File: src/rtl/slt_pkg.sv
// ----------------------------------------------------------------------------
// slt_pkg: shared types and codes for the sorted list table
// Item structs, operation and status codes, cell control and flag structs.
// ----------------------------------------------------------------------------
`default_nettype none

package slt_pkg;

  localparam int DEF_TABLE_DEPTH = 16;
  localparam int DEF_KEY_WIDTH   = 32;

  // operation codes
  localparam logic [2:0] OP_INSERT  = 3'd0;
  localparam logic [2:0] OP_DELETE  = 3'd1;
  localparam logic [2:0] OP_SEARCH  = 3'd2;
  localparam logic [2:0] OP_REWIND  = 3'd3;
  localparam logic [2:0] OP_READ    = 3'd4;

  // status codes
  localparam logic [1:0] ST_OK        = 2'd0;
  localparam logic [1:0] ST_NOT_FOUND = 2'd1;
  localparam logic [1:0] ST_FULL      = 2'd2;
  localparam logic [1:0] ST_END       = 2'd3;

  typedef struct packed {
    logic [2:0]         opcode;
    logic signed [31:0] key_in;
  } in_item_t;

  typedef struct packed {
    logic [1:0]         status;
    logic signed [31:0] key_out;
    logic [3:0]         position;
    logic [4:0]         entry_count;
  } out_item_t;

  // shift commands broadcast to every cell
  typedef struct packed {
    logic ins;
    logic del;
  } cell_ctrl_t;

  // per-cell compare results
  typedef struct packed {
    logic after;  // empty, or key greater than the argument
    logic ge;     // held and key not below the argument
    logic eq;     // held and key equal to the argument
  } cell_flags_t;

endpackage

`default_nettype wire

File: src/rtl/slt_cell.sv
// ----------------------------------------------------------------------------
// slt_cell: one slot of the sorted table
// Holds one key, compares it with the broadcast argument and shifts toward
// either neighbor on insert or delete.
// ----------------------------------------------------------------------------
`default_nettype none

module slt_cell #(
  parameter int KEY_WIDTH = slt_pkg::DEF_KEY_WIDTH
) (
  input  wire                           clk,
  input  wire slt_pkg::cell_ctrl_t      ctrl,
  input  wire logic signed [KEY_WIDTH-1:0] key_arg,
  input  wire logic signed [KEY_WIDTH-1:0] left_key,
  input  wire logic                     left_after,
  input  wire logic signed [KEY_WIDTH-1:0] right_key,
  input  wire logic                     valid,
  output logic signed [KEY_WIDTH-1:0]   key,
  output slt_pkg::cell_flags_t          flags
);

  always_comb begin
    flags.after = !valid || (key > key_arg);
    flags.ge    = valid && (key >= key_arg);
    flags.eq    = valid && (key == key_arg);
  end

  always_ff @(posedge clk) begin
    if (ctrl.ins) begin
      // open a gap: take the left key past the insert point, the new key at it
      if (left_after) begin
        key <= left_key;
      end else if (flags.after) begin
        key <= key_arg;
      end
    end else if (ctrl.del && flags.ge) begin
      // close the gap from the first match on
      key <= right_key;
    end
  end

endmodule

`default_nettype wire

File: src/rtl/sorted_list_table.sv
// ----------------------------------------------------------------------------
// sorted_list_table: bounded table of signed keys in ascending order
// Insert, delete, search, rewind and read-next on a row of shifting cells.
//
//   channel  signals                        payload
//   in       in_valid / in_ready / in_data  opcode, key_in
//   out      out_valid / out_ready / out_data  status, key_out, position,
//                                              entry_count
//
// One item per cycle: every cell compares its key with the argument in the
// accept cycle and the whole row shifts at that edge; the result is
// registered at the same edge, so out_valid is high from the next cycle on.
// Reset empties the table and rewinds the cursor; no clearing pass.
// A stalled output holds its result; input is taken whenever the output
// register is empty or being drained.
// ----------------------------------------------------------------------------
`default_nettype none

module sorted_list_table #(
  parameter int TABLE_DEPTH = slt_pkg::DEF_TABLE_DEPTH,
  parameter int KEY_WIDTH   = slt_pkg::DEF_KEY_WIDTH
) (
  input  wire                     clk,
  input  wire                     rst,
  input  wire                     in_valid,
  output logic                    in_ready,
  input  wire slt_pkg::in_item_t  in_data,
  output logic                    out_valid,
  input  wire                     out_ready,
  output slt_pkg::out_item_t      out_data
);

  localparam int CW = $clog2(TABLE_DEPTH + 1);
  localparam int IW = $clog2(TABLE_DEPTH);

  logic [CW-1:0] count;
  logic [CW-1:0] cursor;

  logic                        take;
  logic signed [63:0]          key_wide;
  logic signed [KEY_WIDTH-1:0] key_arg;
  slt_pkg::cell_ctrl_t         ctrl;

  logic signed [KEY_WIDTH-1:0] cell_key   [TABLE_DEPTH];
  slt_pkg::cell_flags_t        cell_flags [TABLE_DEPTH];
  logic [TABLE_DEPTH-1:0]      cell_valid;
  logic [TABLE_DEPTH-1:0]      first_ge;

  logic                        found;
  logic [IW-1:0]               match_pos;
  logic signed [KEY_WIDTH-1:0] read_key;
  logic                        full;
  logic                        can_read;
  logic                        is_ins;
  logic                        is_del;
  logic                        is_srch;
  logic                        is_rew;
  logic                        is_read;

  logic [CW-1:0]               count_next;
  logic [CW-1:0]               cursor_next;
  logic [1:0]                  status_next;
  logic signed [63:0]          kout_wide;
  logic [IW-1:0]               pos_next;
  logic [63:0]                 pos_ext;
  logic [63:0]                 count_ext;

  assign in_ready = !out_valid || out_ready;
  assign take     = in_valid && in_ready;

  assign key_wide = 64'(in_data.key_in);
  assign key_arg  = key_wide[KEY_WIDTH-1:0];

  assign is_ins  = in_data.opcode == slt_pkg::OP_INSERT;
  assign is_del  = in_data.opcode == slt_pkg::OP_DELETE;
  assign is_srch = in_data.opcode == slt_pkg::OP_SEARCH;
  assign is_rew  = in_data.opcode == slt_pkg::OP_REWIND;
  assign is_read = in_data.opcode == slt_pkg::OP_READ;

  assign full     = count == CW'(TABLE_DEPTH);
  assign can_read = cursor < count;

  assign ctrl.ins = take && is_ins && !full;
  assign ctrl.del = take && is_del && found;

  genvar gi;
  generate
    for (gi = 0; gi < TABLE_DEPTH; gi++) begin : g_cell
      logic signed [KEY_WIDTH-1:0] lk;
      logic                        la;
      logic signed [KEY_WIDTH-1:0] rk;

      assign cell_valid[gi] = CW'(gi) < count;

      if (gi == 0) begin : g_head
        assign lk = '0;
        assign la = 1'b0;
      end else begin : g_body
        assign lk = cell_key[gi-1];
        assign la = cell_flags[gi-1].after;
      end

      if (gi == TABLE_DEPTH - 1) begin : g_tail
        assign rk = cell_key[gi];
      end else begin : g_inner
        assign rk = cell_key[gi+1];
      end

      slt_cell #(
        .KEY_WIDTH(KEY_WIDTH)
      ) u_cell (
        .clk        (clk),
        .ctrl       (ctrl),
        .key_arg    (key_arg),
        .left_key   (lk),
        .left_after (la),
        .right_key  (rk),
        .valid      (cell_valid[gi]),
        .key        (cell_key[gi]),
        .flags      (cell_flags[gi])
      );
    end
  endgenerate

  // the first cell not below the argument marks the match point
  always_comb begin
    found     = 1'b0;
    match_pos = '0;
    read_key  = '0;
    for (int i = 0; i < TABLE_DEPTH; i++) begin
      if (i == 0) begin
        first_ge[i] = cell_flags[i].ge;
      end else begin
        first_ge[i] = cell_flags[i].ge && !cell_flags[i-1].ge;
      end
      found     = found | (first_ge[i] & cell_flags[i].eq);
      match_pos = match_pos | (first_ge[i] ? IW'(i) : '0);
      read_key  = read_key | ((cursor == CW'(i)) ? cell_key[i] : '0);
    end
  end

  always_comb begin
    count_next  = count;
    cursor_next = cursor;
    status_next = slt_pkg::ST_OK;
    kout_wide   = '0;
    pos_next    = '0;
    if (is_ins) begin
      cursor_next = '0;
      if (full) begin
        status_next = slt_pkg::ST_FULL;
      end else begin
        count_next = count + CW'(1);
      end
    end else if (is_del) begin
      cursor_next = '0;
      if (found) begin
        pos_next   = match_pos;
        count_next = count - CW'(1);
      end else begin
        status_next = slt_pkg::ST_NOT_FOUND;
      end
    end else if (is_srch) begin
      if (found) begin
        pos_next = match_pos;
      end else begin
        status_next = slt_pkg::ST_NOT_FOUND;
      end
    end else if (is_rew) begin
      cursor_next = '0;
    end else if (is_read) begin
      if (can_read) begin
        kout_wide   = 64'(read_key);
        cursor_next = cursor + CW'(1);
      end else begin
        kout_wide   = -64'sd1;
        status_next = slt_pkg::ST_END;
      end
    end
  end

  assign pos_ext   = 64'(pos_next);
  assign count_ext = 64'(count_next);

  always_ff @(posedge clk) begin
    if (rst) begin
      count     <= '0;
      cursor    <= '0;
      out_valid <= 1'b0;
    end else begin
      if (take) begin
        count     <= count_next;
        cursor    <= cursor_next;
        out_valid <= 1'b1;
      end else if (out_ready) begin
        out_valid <= 1'b0;
      end
    end
  end

  always_ff @(posedge clk) begin
    if (take) begin
      out_data.status      <= status_next;
      out_data.key_out     <= kout_wide[31:0];
      out_data.position    <= pos_ext[3:0];
      out_data.entry_count <= count_ext[4:0];
    end
  end

endmodule

`default_nettype wire
File: config.mk
export PLATFORM = sky130hd
export DESIGN_NAME = sorted_list_table
export DESIGN_NICKNAME = d
export VERILOG_FILES = /design/src/rtl/slt_pkg.sv /design/src/rtl/slt_cell.sv /design/src/rtl/sorted_list_table.sv
export SDC_FILE = /design/constraint.sdc
export NUM_CORES = 2
export LEC_CHECK = 0
export BUFFER_PORTS_ARGS = -buffer_cell sky130_fd_sc_hd__buf_2
export CORE_MARGIN = 3
export CORE_UTILIZATION = 45
export CTS_BUF_LIST = sky130_fd_sc_hd__clkbuf_8
export DETAILED_ROUTE_END_ITERATION = 12
export PLACE_DENSITY = 0.64
export SLEW_MARGIN = 20
export SYNTH_ARGS = -nofsm -noshare
export SYNTH_HDL_FRONTEND = slang
export SYNTH_SLANG_ARGS = --single-unit
File: constraint.sdc
create_clock -name clk -period 8.8 [get_ports clk]
set_input_delay 0.44 -clock clk [delete_from_list [all_inputs] [get_ports clk]]
set_output_delay 0.44 -clock clk [all_outputs]
set_load 0.03 [all_outputs]
==> run_results.csv <==
group,metric,value,unit
worst_hold_path,min_to,"g_cell[15].u_cell.key[19]$_DFFE_PP_",
sta,final_max_slew_viol_count,0,
worst_setup_path,critPathArrivalTime,7360,ps
worst_setup_path,slowest_delay,850,ps
floorplanning,rows,112,
pwr,p_per_area,135,nW/um^2
sta,rsz0062_at_grt,"false",
drt,route.detailed.drc,0,
logic_synthesis,synth_fp_nets,5209,
placement,hpwl,139,mm
pwr,p_leak,19.0,nW
logic_synthesis,synth_area,43100,sq um
sta,fmax,0.144,GHz
drt,totalWireLength,197,mm
clock_network,cts_max_level,3,
final_layout,final_common_cell,"nand2_1",
worst_setup_path,critPathKind,"in -> reg",
drt,wl_per_cell,32.9,um
floorplanning,core,94200,sq um
clock_network,hold_buffers,5,
sta,timing.slew.headroom,14.5,%
floorplanning,die-area,99400,sq um
placement,port_buffers,83,
sta,period_needed,6960,ps
clock_network,clk_pin_slew,60,ps
final_layout,area_growth,9.67,%
final_layout,nFillCells,8774,
clock_network,clk_path_buf_depth,3,
run,maxCapViolations,0,
floorplanning,start_util,45.7,%
worst_setup_path,cp.required,9200,ps
clock_network,cts-root-buf,"clkbuf_8",
logic_synthesis,synthTopCellsByArea,"edfxtp_1 (39%), ha_1 (15%), o21ai_0 (6.1%)",
worst_hold_path,hp-class,"in -> reg",
final_layout,final_nets,5220,
final_layout,final_cell_count_no_fill,5996,
pwr,power.total,0.00636,W
grt,antenna_found_initial,9,
worst_setup_path,r2r_start,"g_cell[10].u_cell.key[31]$_DFFE_PP_",
logic_synthesis,yosysUniqueCellTypes,77,
floorplanning,fp.dieW,315,um
worst_setup_path,critPathLaunchType,"primary input",
grt,grt_pass1_wl,277,mm
worst_setup_path,r2r_cells,14,
sta,finalHoldViolCount,0,
logic_synthesis,syn_area_per_cell,9.27,sq um
logic_synthesis,synth_top_area_share,38.7,%
sta,period_share,79.1,%
drt,vias,41000,
clock_network,cts_buffers,106,
grt,track_usage,38.6,%
grt,first_global_vias,38000,
logic_synthesis,synth_edf_count,555,
logic_synthesis,synth-seq-cells,566,
logic_synthesis,yosysTopAreaCell,"edfxtp_1",
final_layout,most-common-layout-cells,"nand2_1 (639), edfxtp_1 (555), o21ai_0 (523), ha_1 (523), a21oi_1 (416)",
worst_setup_path,regToRegSetupSlack,1890,ps
grt,grt_max_degree,245,
worst_setup_path,cp_cell_sequence,"buf_2 -> clkinv_1 -> buf_4 -> ha_1 -> nand4_1 -> nor4_1 -> nand2_1 -> nor4_2 -> and2_1 -> a211oi_1 -> o221ai_1 -> a2111oi_2 -> nand4_1 -> nand3_1 -> buf_12 -> o21ai_4 -> buf_4",
drt,first_pass_iters,9,
sta,worstMarginPinSlew,1270,ps
clock_network,clock-sinks,566,
logic_synthesis,async_reset_ff_share,0,%
pwr,ir_drop,107,uV
sta,setup_tns,0,ps
worst_setup_path,crit_path_end_kind,"flop",
sta,setup_viol,0,
sta,skew,47.1,ps
logic_synthesis,yosys_warnings,0,
clock_network,clk_latency,800,ps
drt,vias_per_cell,6.84,
drt,ant_nets,0,
clock_network,cts_tree,"built",
drt,drt_iter0_markers,6292,
worst_setup_path,crit_slowest_cell,"nor4_2",
placement,gp_congestion,1.13,
placement,placedCellCount,5796,
worst_hold_path,hold_depth,2,
floorplanning,ios,84,
logic_synthesis,synthFlopType,"edfxtp_1",
final_layout,drive_gt1_share,9.14,%
grt,grt_overflow,0,
clock_network,cts_setup_buffers,0,
status,outcome,"finished clean",
clock_network,cts_resized,0,
worst_setup_path,critPathMaxFanout,20,
logic_synthesis,yosysSeqAreaShare,39.2,%
worst_hold_path,hold_start,"in_data[19]",
worst_setup_path,r2r-end,"g_cell[8].u_cell.key[12]$_DFFE_PP_",
logic_synthesis,netlist_instances,4646,
floorplanning,die_h,315,um
==> logic make-up (layout without fill, tap and decap cells) <==
logic type | after synthesis | count (layout) | synth area share, %
mux | 269 | 269 | 6.36
xor+xnor | 12 | 12 | 0.244
fa+ha+maj | 524 | 524 | 15.2
simple gates | 1392 | 1392 | 14.4
other cells | 0 | 4 | 0
buf+inv | 379 | 471 | 3.38
compound gates | 1504 | 1504 | 21.1
flops | 566 | 566 | 39.2
==> power breakdown <==
group          internal [W]  leakage [nW]  switching (W)  total, W
combinational      0.000243          12.8       0.000539  0.000782
sequential          0.00301          5.17      0.0000676   0.00308
clock               0.00125          1.08        0.00125   0.00250
total               0.00450          19.0        0.00185   0.00636
==> worst max-delay path by stage <==
| stage | from | to | slack, ps | cells past startpoint |
|---|---|---|---|---|
| after floorplan | in_data[29] | g_cell[2].u_cell.key[0]$_DFFE_PP_ | 2280 | 14 |
| after global placement | in_data[30] | g_cell[5].u_cell.key[24]$_DFFE_PP_ | 950 | 17 |
| after detailed placement | in_data[30] | g_cell[14].u_cell.key[24]$_DFFE_PP_ | 1190 | 17 |
| after CTS | in_data[30] | g_cell[5].u_cell.key[28]$_DFFE_PP_ | 2010 | 17 |
| after global routing | in_data[30] | g_cell[8].u_cell.key[12]$_DFFE_PP_ | 1710 | 17 |
| final | in_data[30] | g_cell[8].u_cell.key[12]$_DFFE_PP_ | 1840 | 17 |
==> cells in the mapped netlist, types with 9 or more instances <==
cell and number:
and3_1 31, nor3_1 31, o21a_1 14, a22o_1 48, a41oi_1 17, nand4_1 144
buf_1 12, a211oi_1 31, nor2_1 333, ha_1 524, a21oi_1 420, nand2_1 644
nand3_1 68, a22oi_1 164, o21ai_0 527, buf_2 18, inv_1 50, a21o_1 77
clkinv_1 34, nand2b_1 17, nor4_1 29, o31ai_1 9, o211ai_1 18, and2_1 16
dfxtp_1 11, mux2i_1 233, nor2b_1 26, and4_1 10, a21boi_0 12, clkbuf_1 263
edfxtp_1 555, a31oi_1 47, a221oi_1 50, mux2_2 36
==> flip-flops by register name, summed over array words and instances (netlist names) <==
| name | flops |
|---|---|
| out_data | 43 |
| out_valid | 1 |
| count | 5 |
| cursor | 5 |
| g_cell.u_cell.key | 512 |
==> final cells by class <==
type	count	area [sq um]	area share [%]
Antenna cell	4	10.0	0.0212
Clock buffer	108	1490	3.15
Clock inverter	81	452	0.956
Inverter	84	317	0.670
Multi-Input combinational cell	3701	25100	53.2
Sequential cell	566	16900	35.8
Tap cell	1254	1570	3.32
Timing Repair Buffer	198	1370	2.89
==> layer usage <==
layer	wire [um]	global-route usage, %
met3	24900	10.1
met4	16200	25.7
met2	81900	56.6
met1	74100	50.3
met5	37	0
==> per-stage QoR <==
| stage | instance area [sq um] | worst slack [ps] | hold slack [ps] | util, % |
|---|---|---|---|---|
| 3_3_place_gp | 45200 | 949 | 517 | 48.0 |
| 5_1_grt | 47200 | 1710 | 97.3 | 50.1 |
| 3_5_place_dp | 45200 | 1190 | 564 | 48.0 |
| 6_report | 47200 | 1840 | 115 | 50.1 |
| 2_1_floorplan | 43100 | 2280 | 546 | - |
| 4_1_cts | 47200 | 2010 | 57.6 | 50.1 |
==> critical path: cells and delay by family <==
family | cells | cell delay (ps)
and+or+nand+nor | 7 | 3340
adders and majority gates | 1 | 300
buffers and inverters | 5 | 2060
AOI/OAI and AO/OA | 4 | 1110
Power figures use the tool's default switching activity.
